File: config.mk
export PLATFORM = sky130hd
export DESIGN_NAME = gc_controller_responder
export DESIGN_NICKNAME = d
export VERILOG_FILES = /design/src/rtl/core/gcr_pkg.sv /design/src/rtl/core/gcr_front.sv /design/src/rtl/core/gcr_fifo.sv /design/src/rtl/core/gcr_back.sv /design/src/rtl/core/gc_controller_responder.sv
export VERILOG_INCLUDE_DIRS = /design/src /design/src/rtl/core
export SDC_FILE = /design/constraint.sdc
export NUM_CORES = 1
export LEC_CHECK = 0
export BUFFER_PORTS_ARGS = -buffer_cell sky130_fd_sc_hd__buf_2
export CORE_ASPECT_RATIO = 1.4
export CORE_MARGIN = 2
export CORE_UTILIZATION = 25
export CTS_BUF_LIST = sky130_fd_sc_hd__clkbuf_4 sky130_fd_sc_hd__clkbuf_8
export DETAILED_ROUTE_END_ITERATION = 8
export MAX_ROUTING_LAYER = met4
export PLACE_DENSITY_LB_ADDON = 0.1
export SYNTH_ARGS = -nofsm -noshare
export SYNTH_HDL_FRONTEND = slang
export SYNTH_SLANG_ARGS = --single-unit
File: constraint.sdc
create_clock -name clk -period 6.25 [get_ports clk]
set_input_delay 0.3125 -clock clk [delete_from_list [all_inputs] [get_ports clk]]
set_output_delay 0.3125 -clock clk [all_outputs]
set_load 0.01 [all_outputs]
File: src/rtl/core/assert_macros.svh
// Assertion macros for the RTL files; the back end includes them.
`ifndef ASSERT_MACROS_SVH
`define ASSERT_MACROS_SVH
`ifndef NO_ASSERTIONS
// Same-cycle implication.
`define ASSERT_IMPL(lbl, clk, rst, ante, cons) \
  lbl: assert property (@(posedge clk) disable iff (rst) (ante) |-> (cons)) \
    else $error("assertion failed");
// Next-cycle implication.
`define ASSERT_NEXT(lbl, clk, rst, ante, cons) \
  lbl: assert property (@(posedge clk) disable iff (rst) (ante) |=> (cons)) \
    else $error("assertion failed");
`else
`define ASSERT_IMPL(lbl, clk, rst, ante, cons)
`define ASSERT_NEXT(lbl, clk, rst, ante, cons)
`endif
`endif

File: src/rtl/core/gcr_pkg.sv
// Types, command codes and response byte helpers for the controller responder.
`default_nettype none
package gcr_pkg;

  localparam logic [7:0] CMD_IDENT  = 8'h00;
  localparam logic [7:0] CMD_POLL   = 8'h40;
  localparam logic [7:0] CMD_ORIGIN = 8'h41;

  localparam logic [1:0] KIND_IDENT  = 2'd0;
  localparam logic [1:0] KIND_ORIGIN = 2'd1;
  localparam logic [1:0] KIND_POLL   = 2'd2;
  localparam logic [1:0] KIND_ERROR  = 2'd3;

  localparam logic [15:0] END_SYMBOL = 16'h0003;

  typedef struct packed {
    logic [7:0]  command_byte;
    logic [7:0]  rumble_byte;
    logic [63:0] report_data;
  } req_t;

  typedef struct packed {
    logic [31:0] line_word;
    logic        word_valid;
    logic        last;
    logic        receive_restart;
    logic        rumble_on;
  } rsp_t;

  // One classified command waiting for the back end.
  typedef struct packed {
    logic [1:0]  kind;
    logic        rumble_on;
    logic [63:0] report_data;
  } entry_t;

  // MSB first, data bit at even position, enable at odd position.
  function automatic logic [15:0] enc_byte(logic [7:0] b);
    logic [15:0] e;
    e = '0;
    for (int j = 0; j < 8; j++) begin
      e[2*j+1] = 1'b1;
      e[2*j]   = b[7-j];
    end
    return e;
  endfunction

  function automatic logic [3:0] byte_count(logic [1:0] kind);
    logic [3:0] n;
    case (kind)
      KIND_IDENT:  n = 4'd3;
      KIND_ORIGIN: n = 4'd10;
      KIND_POLL:   n = 4'd8;
      default:     n = 4'd0;
    endcase
    return n;
  endfunction

  function automatic logic [7:0] byte_at(logic [1:0] kind, logic [63:0] report,
                                         logic [3:0] idx);
    logic [7:0] b;
    logic [2:0] sel;
    sel = 3'd7 - idx[2:0];
    case (kind)
      KIND_IDENT: begin
        case (idx)
          4'd0:    b = 8'h09;
          4'd2:    b = 8'h03;
          default: b = 8'h00;
        endcase
      end
      KIND_ORIGIN: b = (idx >= 4'd1 && idx <= 4'd5) ? 8'h80 : 8'h00;
      KIND_POLL:   b = report[{sel, 3'b000} +: 8];
      default:     b = 8'h00;
    endcase
    return b;
  endfunction

  // One 16-bit half of a line word: a data byte, the end symbol or nothing.
  function automatic logic [15:0] half_word(logic [1:0] kind, logic [63:0] report,
                                            logic [3:0] idx);
    logic [3:0]  n;
    logic [15:0] h;
    n = byte_count(kind);
    if (idx < n) h = enc_byte(byte_at(kind, report, idx));
    else if (idx == n) h = END_SYMBOL;
    else h = 16'h0000;
    return h;
  endfunction

endpackage
`default_nettype wire

File: src/rtl/core/gcr_front.sv
// Front end: classifies commands and tracks the held rumble level.
`default_nettype none
module gcr_front (
  input  logic            clk,
  input  logic            rst,
  input  gcr_pkg::req_t   req,
  input  logic            push,
  input  logic            q_full,
  output logic            q_wr,
  output gcr_pkg::entry_t q_data
);

  logic rumble_level;
  logic is_poll;

  assign is_poll = (req.command_byte == gcr_pkg::CMD_POLL);
  assign q_wr    = push && !q_full;

  always_comb begin
    q_data.report_data = req.report_data;
    q_data.rumble_on   = is_poll ? req.rumble_byte[0] : rumble_level;
    case (req.command_byte)
      gcr_pkg::CMD_IDENT:  q_data.kind = gcr_pkg::KIND_IDENT;
      gcr_pkg::CMD_ORIGIN: q_data.kind = gcr_pkg::KIND_ORIGIN;
      gcr_pkg::CMD_POLL:   q_data.kind = gcr_pkg::KIND_POLL;
      default:             q_data.kind = gcr_pkg::KIND_ERROR;
    endcase
  end

  always_ff @(posedge clk) begin
    if (rst) begin
      rumble_level <= 1'b0;
    end else if (q_wr && is_poll) begin
      rumble_level <= req.rumble_byte[0];
    end
  end

endmodule
`default_nettype wire

File: src/rtl/core/gcr_fifo.sv
// Short command queue between front and back end.
`default_nettype none
module gcr_fifo #(
  parameter int DEPTH = 4
) (
  input  logic            clk,
  input  logic            rst,
  input  logic            wr,
  input  gcr_pkg::entry_t wr_data,
  output logic            full,
  input  logic            rd,
  output gcr_pkg::entry_t rd_data,
  output logic            empty
);

  localparam int AW = (DEPTH > 1) ? $clog2(DEPTH) : 1;
  localparam int CW = $clog2(DEPTH + 1);
  localparam logic [AW-1:0] LAST_PTR = AW'(DEPTH - 1);

  gcr_pkg::entry_t mem [DEPTH];
  logic [AW-1:0]   wr_ptr;
  logic [AW-1:0]   rd_ptr;
  logic [CW-1:0]   count;
  logic            do_wr;
  logic            do_rd;

  assign full    = (count == CW'(DEPTH));
  assign empty   = (count == '0);
  assign do_wr   = wr && !full;
  assign do_rd   = rd && !empty;
  assign rd_data = mem[rd_ptr];

  always_ff @(posedge clk) begin
    if (do_wr) mem[wr_ptr] <= wr_data;
  end

  always_ff @(posedge clk) begin
    if (rst) begin
      wr_ptr <= '0;
      rd_ptr <= '0;
      count  <= '0;
    end else begin
      if (do_wr) wr_ptr <= (wr_ptr == LAST_PTR) ? '0 : wr_ptr + 1'b1;
      if (do_rd) rd_ptr <= (rd_ptr == LAST_PTR) ? '0 : rd_ptr + 1'b1;
      if (do_wr && !do_rd) count <= count + 1'b1;
      else if (do_rd && !do_wr) count <= count - 1'b1;
    end
  end

endmodule
`default_nettype wire

File: src/rtl/core/gcr_back.sv
// Back end: turns the queue head into line words, one per cycle while each word is popped.
`default_nettype none
`include "assert_macros.svh"
module gcr_back (
  input  logic            clk,
  input  logic            rst,
  input  gcr_pkg::entry_t head,
  input  logic            head_valid,
  output logic            head_pop,
  output gcr_pkg::rsp_t   rsp,
  output logic            rsp_valid,
  input  logic            pop
);

  logic [2:0]    word_idx;
  logic [3:0]    n_bytes;
  logic          is_err;
  logic          last_w;
  logic          emit;
  gcr_pkg::rsp_t word;

  assign n_bytes  = gcr_pkg::byte_count(head.kind);
  assign is_err   = (head.kind == gcr_pkg::KIND_ERROR);
  assign last_w   = is_err || (word_idx == n_bytes[3:1]);
  assign emit     = head_valid && (!rsp_valid || pop);
  assign head_pop = emit && last_w;

  always_comb begin
    word.word_valid      = !is_err;
    word.last            = last_w;
    word.receive_restart = is_err;
    word.rumble_on       = head.rumble_on;
    if (is_err) begin
      word.line_word = 32'h0;
    end else begin
      word.line_word = {gcr_pkg::half_word(head.kind, head.report_data, {word_idx, 1'b1}),
                        gcr_pkg::half_word(head.kind, head.report_data, {word_idx, 1'b0})};
    end
  end

  always_ff @(posedge clk) begin
    if (rst) begin
      rsp_valid <= 1'b0;
      word_idx  <= '0;
    end else begin
      if (emit) rsp_valid <= 1'b1;
      else if (pop) rsp_valid <= 1'b0;
      if (emit) word_idx <= last_w ? 3'd0 : word_idx + 3'd1;
    end
  end

  always_ff @(posedge clk) begin
    if (emit) rsp <= word;
  end

  `ASSERT_IMPL(a_idx_range, clk, rst, 1'b1, word_idx <= 3'd5)
  `ASSERT_IMPL(a_err_single, clk, rst, head_valid && is_err, last_w && word_idx == 3'd0)
  `ASSERT_NEXT(a_emit_loads, clk, rst, emit, rsp_valid && rsp.last == $past(last_w))

endmodule
`default_nettype wire

File: src/rtl/core/gc_controller_responder.sv
// Top level of the controller protocol responder: front end, queue, back end.
`default_nettype none
// Device side of a game-controller serial link. Each beat on the request side
// is one received command. Identify (0x00) answers with 2 line words, origin
// (0x41) with 6, poll (0x40) with 5, and any other command with a single beat
// that has receive_restart set and no data. A poll also latches bit 0 of
// rumble_byte as the held rumble level, which every result beat reports in
// rumble_on. Line words hold two response bytes, the first in bits 15:0, each
// bit sent MSB first as a 2-bit symbol (data at the even bit, enable at the
// odd bit), with a 0b11 end symbol in the slot after the last byte.
// Rate: the back end produces one result beat per cycle while pop keeps up, and
// a command has 1 to 6 result beats. The front end takes a new command every
// cycle while the queue of QUEUE_DEPTH commands has room, and the first result
// beat of a command that reaches an empty back end is written into the queue,
// then loaded into the result register, before it shows on the outputs.
module gc_controller_responder #(
  parameter int QUEUE_DEPTH = 4
) (
  input  logic          clk,
  input  logic          rst,
  input  gcr_pkg::req_t req,
  input  logic          push,
  output logic          full,
  output gcr_pkg::rsp_t rsp,
  output logic          empty,
  input  logic          pop
);

  logic            q_wr;
  gcr_pkg::entry_t q_wr_data;
  logic            q_full;
  logic            q_rd;
  gcr_pkg::entry_t q_head;
  logic            q_empty;
  logic            rsp_valid;

  // Full follows the queue only; the front end never holds a command itself.
  assign full  = q_full;
  assign empty = !rsp_valid;

  // Classify the command and pick the rumble level its results carry.
  gcr_front u_front (
    .clk    (clk),
    .rst    (rst),
    .req    (req),
    .push   (push),
    .q_full (q_full),
    .q_wr   (q_wr),
    .q_data (q_wr_data)
  );

  // Decouples command intake from the multi-beat responses.
  gcr_fifo #(
    .DEPTH (QUEUE_DEPTH)
  ) u_fifo (
    .clk     (clk),
    .rst     (rst),
    .wr      (q_wr),
    .wr_data (q_wr_data),
    .full    (q_full),
    .rd      (q_rd),
    .rd_data (q_head),
    .empty   (q_empty)
  );

  // Head entry stays in the queue until its last word is loaded.
  gcr_back u_back (
    .clk        (clk),
    .rst        (rst),
    .head       (q_head),
    .head_valid (!q_empty),
    .head_pop   (q_rd),
    .rsp        (rsp),
    .rsp_valid  (rsp_valid),
    .pop        (pop)
  );

endmodule
`default_nettype wire

==> results of run 1 <==
repair_timing:
item	in CTS	in global routing
hold buffers	65	0
hold endpoints to repair	257	0
gates resized for setup	0	0
metal layers:
metal,GRT usage [%],vias to the layer above
met4,4.19,0
met2,20.9,130
met3,2.35,50
met1,13.0,3179
li1,-,2765
met5,-,-
how the worst min path moves through the flow:
stage / cells past startpoint / from / end / slack, ps
5_1_grt: 2 / rst / u_fifo.wr_ptr[1]$_SDFFE_PP0P_ / 80
3_5_place_dp: 2 / u_fifo.rd_ptr[0]$_SDFFE_PP0P_ / register / 480
6_report: 2 / rst / u_fifo.wr_ptr[0]$_SDFFE_PP0P_ / 100
2_1_floorplan: 1 / rst / u_back.rsp_valid$_SDFFE_PP0P_ / 380
3_3_place_gp: 2 / u_fifo.rd_ptr[0]$_SDFFE_PP0P_ / register / 480
4_1_cts: 2 / rst / u_back.word_idx[1]$_SDFFE_PP0P_ / 50
power by group:
group / total (mW) / internal, mW / switching, mW / leakage, nW
sequential: 2.71 / 2.55 / 0.156 / 2.81
clock: 1.70 / 0.913 / 0.788 / 0.522
combinational: 1.57 / 0.753 / 0.815 / 1.84
cells by family after synthesis:
| group | share of synthesized area (%) |
|---|---|
| AOI/OAI and AO/OA | 1.87 |
| adders and majority gates | 2.03 |
| and+or+nand+nor | 2.68 |
| DFF | 75.0 |
| buffers and inverters | 2.24 |
| xor gates and xnor gates | 0.291 |
| muxes | 15.9 |
flip-flops by register name, indices dropped and copies added, names as in the netlist, named ones only:
name	flops
u_fifo.wr_ptr	2
u_front.rumble_level	1
u_fifo.rd_ptr	2
u_fifo.count	3
u_fifo.mem	268
u_back.rsp_valid	1
u_back.word_idx	3
u_back.rsp	24
synthesized netlist by cell type (6+ instances only):
library cell	count
a21oi_1	7
buf_2	12
buf_4	15
dfxtp_1	14
edfxtp_1	292
ha_1	18
inv_1	14
mux2i_1	28
mux4_2	70
nor2_1	13
nor2b_1	6
o22ai_1	7
worst register-to-register path: cells and delay by family (launching register included):
family	cells	cell delay, ps
flops	1	560
buf+inv	3	280
compound gates	2	520
mux	1	620
fa+ha+maj	4	1200
xor+xnor	1	170
simple gates	2	560
metrics by stage:
step | setup slack (ps) | power, mW | hold WS [ps] | area, sq um | utilization (%)
after floorplan | 2230 | 3.88 | 382 | 12100 | -
after global placement | 2260 | 4.33 | 484 | 13300 | 27.8
after detailed placement | 2220 | 4.35 | 479 | 13300 | 27.8
after CTS | 2200 | 6.13 | 48.6 | 14900 | 31.2
after global routing | 2010 | 6.36 | 75.2 | 14900 | 31.2
final | 2260 | 5.98 | 98.9 | 14900 | 31.2
layout make-up:
cell class              count  area [sq um]
fillers                  4689         32900
clock inverters            24           144
diodes                      3          7.51
flip-flops and latches    306          9060
inverters                  14          52.6
multi-input cells         217          2750
well taps                 630           788
repair buffers            188          1290
clock buffers              70           838
==> flow_summary.json, run 1 <==
{
  "gp_routability_congestion": 0.748,
  "vias": 6124,
  "grt_util_all_layers_pct": 11.8,
  "ys_top_cells_by_area": "edfxtp_1 (73%), mux4_2 (13%), dfxtp_1 (2.3%), mux2i_1 (2.3%), ha_1 (1.9%)",
  "max_freq_mhz": 250,
  "max_stage_delay_ps": 610,
  "gr-total-overflow": 0,
  "critPathBufInv": 3,
  "postCtsSetupRepairBufs": 0,
  "core_region_area_sq_um": 47800,
  "port_buffers": 114,
  "synthFlopType": "edfxtp_1",
  "top_layer": "met4",
  "p_per_area_nw_per_um2": 401,
  "num_rows": 95,
  "fin_crit_sh_pct": 63.9,
  "clock_sinks": 306,
  "slew_headroom_pct": 28.4,
  "synth.distinct_cells": 47,
  "drv_cap": 0,
  "tightestPinTransition_ps": 1050,
  "syn-num-nets": 675,
  "fin_crit_ps": 3990,
  "nets": 880,
  "yosysTopAreaCell": "edfxtp_1",
  "layout-drive-gt1-share_pct": 35.0,
  "htree_levels": 2,
  "finalHoldViolCount": 0,
  "drv_slew": 0,
  "die_area_sq_um": 50000,
  "initial_core_util_pct": 25.2,
  "endpoint": "u_fifo.count[2]$_SDFFE_PP0P_",
  "synth_edf_count": 292,
  "ys_async_sr_fraction_pct": 0,
  "rsz0062_at_grt": "false",
  "yosysWarnings": 0,
  "final_antenna_net_count": 0,
  "syn_area_per_cell_sq_um": 21.1,
  "final_cell_mix": "edfxtp_1 (292), buf_2 (114), mux4_2 (70)",
  "dr.pass1.iters": 4,
  "drt_iter0_drc": 341,
  "ir_drop_uv": 151,
  "grt_pass1_wl_um": 42600,
  "critPathMaxFanout": 17,
  "path_class": "reg -> reg",
  "met1_length_um": 11200,
  "worstPathArrival_ps": 4480,
  "die_w_um": 190,
  "antenna_found_initial": 3,
  "status": "completed",
  "cts_buffers": 50,
  "final_common_cell": "edfxtp_1",
  "routed-wl-met2_um": 15000,
  "grt_max_degree": 44,
  "die_y_um": 264,
  "rrSetupSlack_ps": 2260,
  "rr_worst_depth": 13,
  "setup_viol": 0,
  "routed_wl_um": 28000,
  "fin_cells": 1452,
  "grt_pass1_vias": 6899,
  "cts_tree": "done",
  "ys_ff_latch": 306,
  "cts.clk_slew.worst_paths_ps": 60,
  "cp.required_ps": 6740,
  "setup_tns_ps": 0,
  "syn-cell-area_sq_um": 12100,
  "p_leak_nw": 5.17,
  "vias_per_cell": 4.22,
  "placed_cells": 1290,
  "drc": 0,
  "crit_chain": "mux4_2 > inv_1 > ha_1 > inv_1 > ha_1 > and3b_1 > o211ai_1 > ha_1 > inv_1 > fa_1 > xor2_1 > or3_1 > a21oi_1",
  "cts_buffer_depth": 3,
  "place_hpwl_um": 16700,
  "clk_latency_ps": 610,
  "startpoint_type": "register",
  "crit_slowest_cell": "mux4_2",
  "met3_length_um": 1110,
  "routedWlPerCell_um": 19.3,
  "r2r_end": "u_fifo.count[2]$_SDFFE_PP0P_",
  "synth_cells": 572,
  "cp_top_family": "adder cells",
  "ys_seq_area_share_pct": 75.0,
  "io_pins": 122,
  "clock_skew_ps": 56.9,
  "netlist.area_leader.share_pct": 72.7,
  "cts_root_buffer": "clkbuf_8",
  "min_path_type": "in -> reg",
  "syn_to_final_growth_pct": 23.8,
  "cp.depth": 13,
  "endpoint_kind": "register"
}
Power figures use the tool's default switching activity.
==> inputs of run 2 (changes only) <==
clock period = 4.1 ns   (was 6.25 ns; I/O delays follow)
==> run 2 against run 1 <==
Compared with the run above: power grew 54%; sequential share of layout area shrank 0.35 points; largest power group unchanged; count of clock-buffer cells in the layout shrank 4; critical endpoint unchanged.
==> flow_summary.json, run 2 (synthesis results as in run 1) <==
{
  "status": "completed",
  "max_freq_mhz": 269,
  "rsz0062_at_grt": "false",
  "whs_ps": 103,
  "die_area_sq_um": 50000,
  "grt_util_all_layers_pct": 11.9,
  "cts_buffer_depth": 3,
  "final_common_cell": "edfxtp_1",
  "die_w_um": 190,
  "layout-drive-gt1-share_pct": 35.3,
  "syn_to_final_growth_pct": 24.5,
  "routed_wl_um": 28700,
  "finalHoldViolCount": 0,
  "drv_cap": 0,
  "hold_path.startpoint": "req[72]",
  "final_cell_mix": "edfxtp_1 (292), buf_2 (114), mux4_2 (70)",
  "cts.clk_slew.worst_paths_ps": 60,
  "netSwitchingFraction_pct": 29.5,
  "crit_slowest_cell": "mux4_2",
  "final_antenna_net_count": 0,
  "fin_cells": 1450,
  "vias": 6245,
  "grt_max_degree": 51,
  "largest_register": "u_fifo.mem",
  "path_class": "reg -> reg",
  "drc": 0,
  "port_buffers": 114,
  "power_frac_comb_pct": 28.1,
  "ctsHoldBuffers": 69,
  "endpoint_kind": "register",
  "antenna_found_initial": 2,
  "pwr-share-clk_pct": 28.0,
  "cts_buffers": 48,
  "min_path_type": "in -> reg",
  "gp_routability_congestion": 0.798,
  "tightestPinTransition_ps": 1120,
  "fin_crit_sh_pct": 90.5,
  "vias_per_cell": 4.31,
  "critPathMaxFanout": 6,
  "worst_slack_ps": 388,
  "grt_pass1_vias": 6914,
  "seqPwrFrac_pct": 43.9,
  "max_stage_delay_ps": 550,
  "cp.required_ps": 4600,
  "finalInstanceArea_sq_um": 15000,
  "p_per_area_nw_per_um2": 612,
  "initial_core_util_pct": 25.2,
  "nets": 885,
  "cts_tree": "done",
  "routedWlPerCell_um": 19.8,
  "cts_root_buffer": "clkbuf_8",
  "io_pins": 122,
  "clock_sinks": 306,
  "startpoint_type": "register",
  "place_hpwl_um": 17100,
  "clk_latency_ps": 590,
  "p_sw_mw": 2.71,
  "placed_cells": 1293,
  "dr.pass1.iters": 4,
  "num_rows": 95,
  "drt_iter0_drc": 339,
  "p_leak_nw": 5.21,
  "grt_pass1_wl_um": 42700,
  "p_int_mw": 6.48,
  "core_region_area_sq_um": 47800,
  "clock_skew_ps": 24.0,
  "gr-total-overflow": 0,
  "dpl_cell_area_sq_um": 13400,
  "fin_crit_ps": 3710,
  "setup_tns_ps": 0,
  "pre_cts_ws_ps": 377,
  "postCtsSetupRepairBufs": 0,
  "top_regs": "u_fifo.mem x268, u_back.rsp x24",
  "worstPathArrival_ps": 4210,
  "drv_slew": 0,
  "setup_viol": 0,
  "slew_headroom_pct": 23.4,
  "post_cts_resized": 0,
  "htree_levels": 2,
  "crit_chain": "mux4_2 > inv_1 > ha_1 > inv_1 > ha_1 > and3b_1 > o211ai_1 > ha_1 > inv_1 > fa_1 > xor2_1 > or3_1 > a21oi_1",
  "ir_drop_uv": 215,
  "largest_reg_flops": 268,
  "die_y_um": 264
}
## run 2: cell type report
type	instances	area, sq um
inverter	14	52.6
clock inverter	20	151
timing repair buffer	195	1400
multi-input combinational	217	2750
sequential	306	9060
clock buffer	66	808
antenna	2	5.00
fill	4670	32800
tap	630	788
## run 2: path summary, 6_finish.rpt
kind	slack, ps	depth (start not counted)	to
worst max-delay path	390	13	u_fifo.count[2]$_SDFFE_PP0P_
worst min-delay path	100	2	u_fifo.mem[0][65]$_DFFE_PP_
worst max register to register	390	13	u_fifo.count[2]$_SDFFE_PP0P_
worst min register to register	530	2	register
## run 2: critical path: cells and delay by family (launching register included)
family | cells | cell delay [ps]
AOI/OAI and AO/OA | 2 | 510
xor gates and xnor gates | 1 | 180
adders and majority gates | 4 | 1180
buffers and inverters | 3 | 280
DFF | 1 | 370
muxes | 1 | 550
and+or+nand+nor | 2 | 570
## run 2: stage by stage
stage | power, mW | utilization (%)
after floorplan | 5.91 | -
after global placement | 6.65 | 28.0
after detailed placement | 6.69 | 28.0
after CTS | 9.38 | 31.4
after global routing | 9.71 | 31.4
final | 9.19 | 31.4
## run 2: power by group through the flow
stage | registers, mW | clock network (mW) | logic (mW)
after floorplan | 4.12 | 0 | 1.79
after global placement | 4.09 | 0 | 2.57
after detailed placement | 4.10 | 0 | 2.59
after CTS | 4.04 | 2.68 | 2.66
after global routing | 4.07 | 2.80 | 2.85
final | 4.03 | 2.58 | 2.58
## run 2: routing by layer
metal	up-vias	wire (um)	GRT usage, %
li1	2770	-	-
met4	0	764	4.36
met1	3253	11300	13.2
met5	-	0	-
met3	57	1170	2.13
met2	165	15400	21.3
==> inputs of run 3 (changes only) <==
clock period = 3.9 ns   (was 4.1 ns; I/O delays follow)
==> run 3 against run 2 <==
Compared with the run above: highest routed layer unchanged; die area unchanged; final area increased by 0.42%; utilization increased by 0.13 points; critical path type unchanged; hold slack improved by 8.1 ps.
==> flow_summary.json, run 3 (synthesis results as in run 1) <==
{
  "status": "completed",
  "pre_cts_ws_ps": 270,
  "cts_buffer_depth": 3,
  "final_common_cell": "edfxtp_1",
  "syn_to_final_growth_pct": 25.0,
  "htree_levels": 2,
  "cp.required_ps": 4390,
  "power_frac_comb_pct": 27.7,
  "cts_tree": "done",
  "clock_skew_ps": 13.7,
  "slew_headroom_pct": 38.2,
  "seqPwrFrac_pct": 43.8,
  "finalHoldViolCount": 0,
  "die_w_um": 190,
  "place_hpwl_um": 16700,
  "tightestPinTransition_ps": 904,
  "setup_tns_ps": 0,
  "worstPathArrival_ps": 4130,
  "grt_pass1_vias": 6710,
  "dr.pass1.iters": 4,
  "vias": 6168,
  "p_sw_mw": 2.84,
  "largest_register": "u_fifo.mem",
  "fin_crit_sh_pct": 93.4,
  "routedWlPerCell_um": 19.1,
  "drv_slew": 0,
  "die_y_um": 264,
  "fin_crit_ps": 3640,
  "endpoint_kind": "register",
  "gr-total-overflow": 0,
  "rsz0062_at_grt": "false",
  "grt_max_degree": 55,
  "min_path_type": "in -> reg",
  "path_class": "reg -> reg",
  "nets": 889,
  "die_area_sq_um": 50000,
  "p_per_area_nw_per_um2": 645,
  "worst_slack_ps": 258,
  "core_region_area_sq_um": 47800,
  "clock_sinks": 306,
  "io_pins": 122,
  "drv_cap": 0,
  "vias_per_cell": 4.22,
  "cts_buffers": 49,
  "cts_root_buffer": "clkbuf_8",
  "initial_core_util_pct": 25.2,
  "whs_ps": 111,
  "grt_pass1_wl_um": 42000,
  "gp_routability_congestion": 0.732,
  "top_regs": "u_fifo.mem x268, u_back.rsp x24",
  "clk_latency_ps": 570,
  "layout-drive-gt1-share_pct": 35.1,
  "drt_iter0_drc": 327,
  "cts.clk_slew.worst_paths_ps": 60,
  "setup_viol": 0,
  "critPathMaxFanout": 6,
  "max_freq_mhz": 275,
  "drc": 0,
  "p_leak_nw": 5.24,
  "final_cell_mix": "edfxtp_1 (292), buf_2 (114), mux4_2 (70)",
  "ir_drop_uv": 239,
  "p_int_mw": 6.88,
  "port_buffers": 114,
  "netSwitchingFraction_pct": 29.2,
  "num_rows": 95,
  "pwr-share-clk_pct": 28.5,
  "largest_reg_flops": 268,
  "startpoint_type": "register",
  "antenna_found_initial": 4,
  "grt_util_all_layers_pct": 11.6,
  "routed_wl_um": 27900,
  "final_antenna_net_count": 0,
  "postCtsSetupRepairBufs": 0
}
[run 3: cell types whose count changed in the layout (fill, tap and decap cells not counted)]
cell      previous run  this run
inv_6                1         0
clkbuf_8            50        53
diode_2              2         4
clkinv_1             9        17
buf_4                8        11
clkinv_2             6         3
inv_8                1         0
[run 3: area by class of cell]
cell class | count | area (sq um)
sequential | 306 | 9060
multi-input combinational | 217 | 2750
timing repair buffer | 198 | 1420
fill | 4709 | 32700
clock inverter | 23 | 146
inverter | 14 | 52.6
antenna | 4 | 10.0
clock buffer | 69 | 850
tap | 630 | 788
[run 3: metal layers]
metal	global-route usage, %	vias up	wire length (um)
li1	-	2782	-
met1	13.5	3194	11500
met2	20.1	139	14600
met3	2.35	53	1120
met4	4.02	0	711
met5	-	-	0
[run 3: worst max-delay path: stages (launching register included)]
cell	delay [ps]
dfxtp_4	370
mux4_2	550
inv_1	110
ha_1	280
inv_1	110
ha_1	290
and3b_1	260
o211ai_1	290
ha_1	230
inv_1	70
fa_1	380
xor2_1	170
or3_1	300
a21oi_1	150
[run 3: final timing paths]
path                             endpoint  slack [ps]                           from  cells after the start
max          u_fifo.count[2]$_SDFFE_PP0P_         260                       register                     13
min reg2reg                      register         500  u_fifo.rd_ptr[0]$_SDFFE_PP0P_                      2
max reg2reg  u_fifo.count[2]$_SDFFE_PP0P_         260                       register                     13
min           u_fifo.mem[0][66]$_DFFE_PP_         110                        req[75]                      3
[run 3: metrics by stage]
step | power (mW) | utilization, % | instances | instance area, sq um
floorplan | 6.22 | - | 572 | 12100
global placement | 7.01 | 28.0 | 1296 | 13400
detailed placement | 7.05 | 28.0 | 1296 | 13400
CTS | 9.95 | 31.5 | 1457 | 15100
global route | 10.3 | 31.6 | 1461 | 15100
finish | 9.72 | 31.6 | 1461 | 15100
[run 3: power by group through the flow]
| stage | sequential [mW] | combinational (mW) | clock (mW) |
|---|---|---|---|
| final | 4.25 | 2.69 | 2.77 |
| after detailed placement | 4.33 | 2.72 | 0 |
| after global routing | 4.29 | 2.98 | 3.01 |
| after floorplan | 4.33 | 1.89 | 0 |
| after CTS | 4.26 | 2.80 | 2.89 |
| after global placement | 4.31 | 2.70 | 0 |
[run 3: timing repair]
action / in CTS / in global routing
resized for setup: 0 / 0
hold endpoints to repair: 272 / 0
hold buffers: 69 / 0
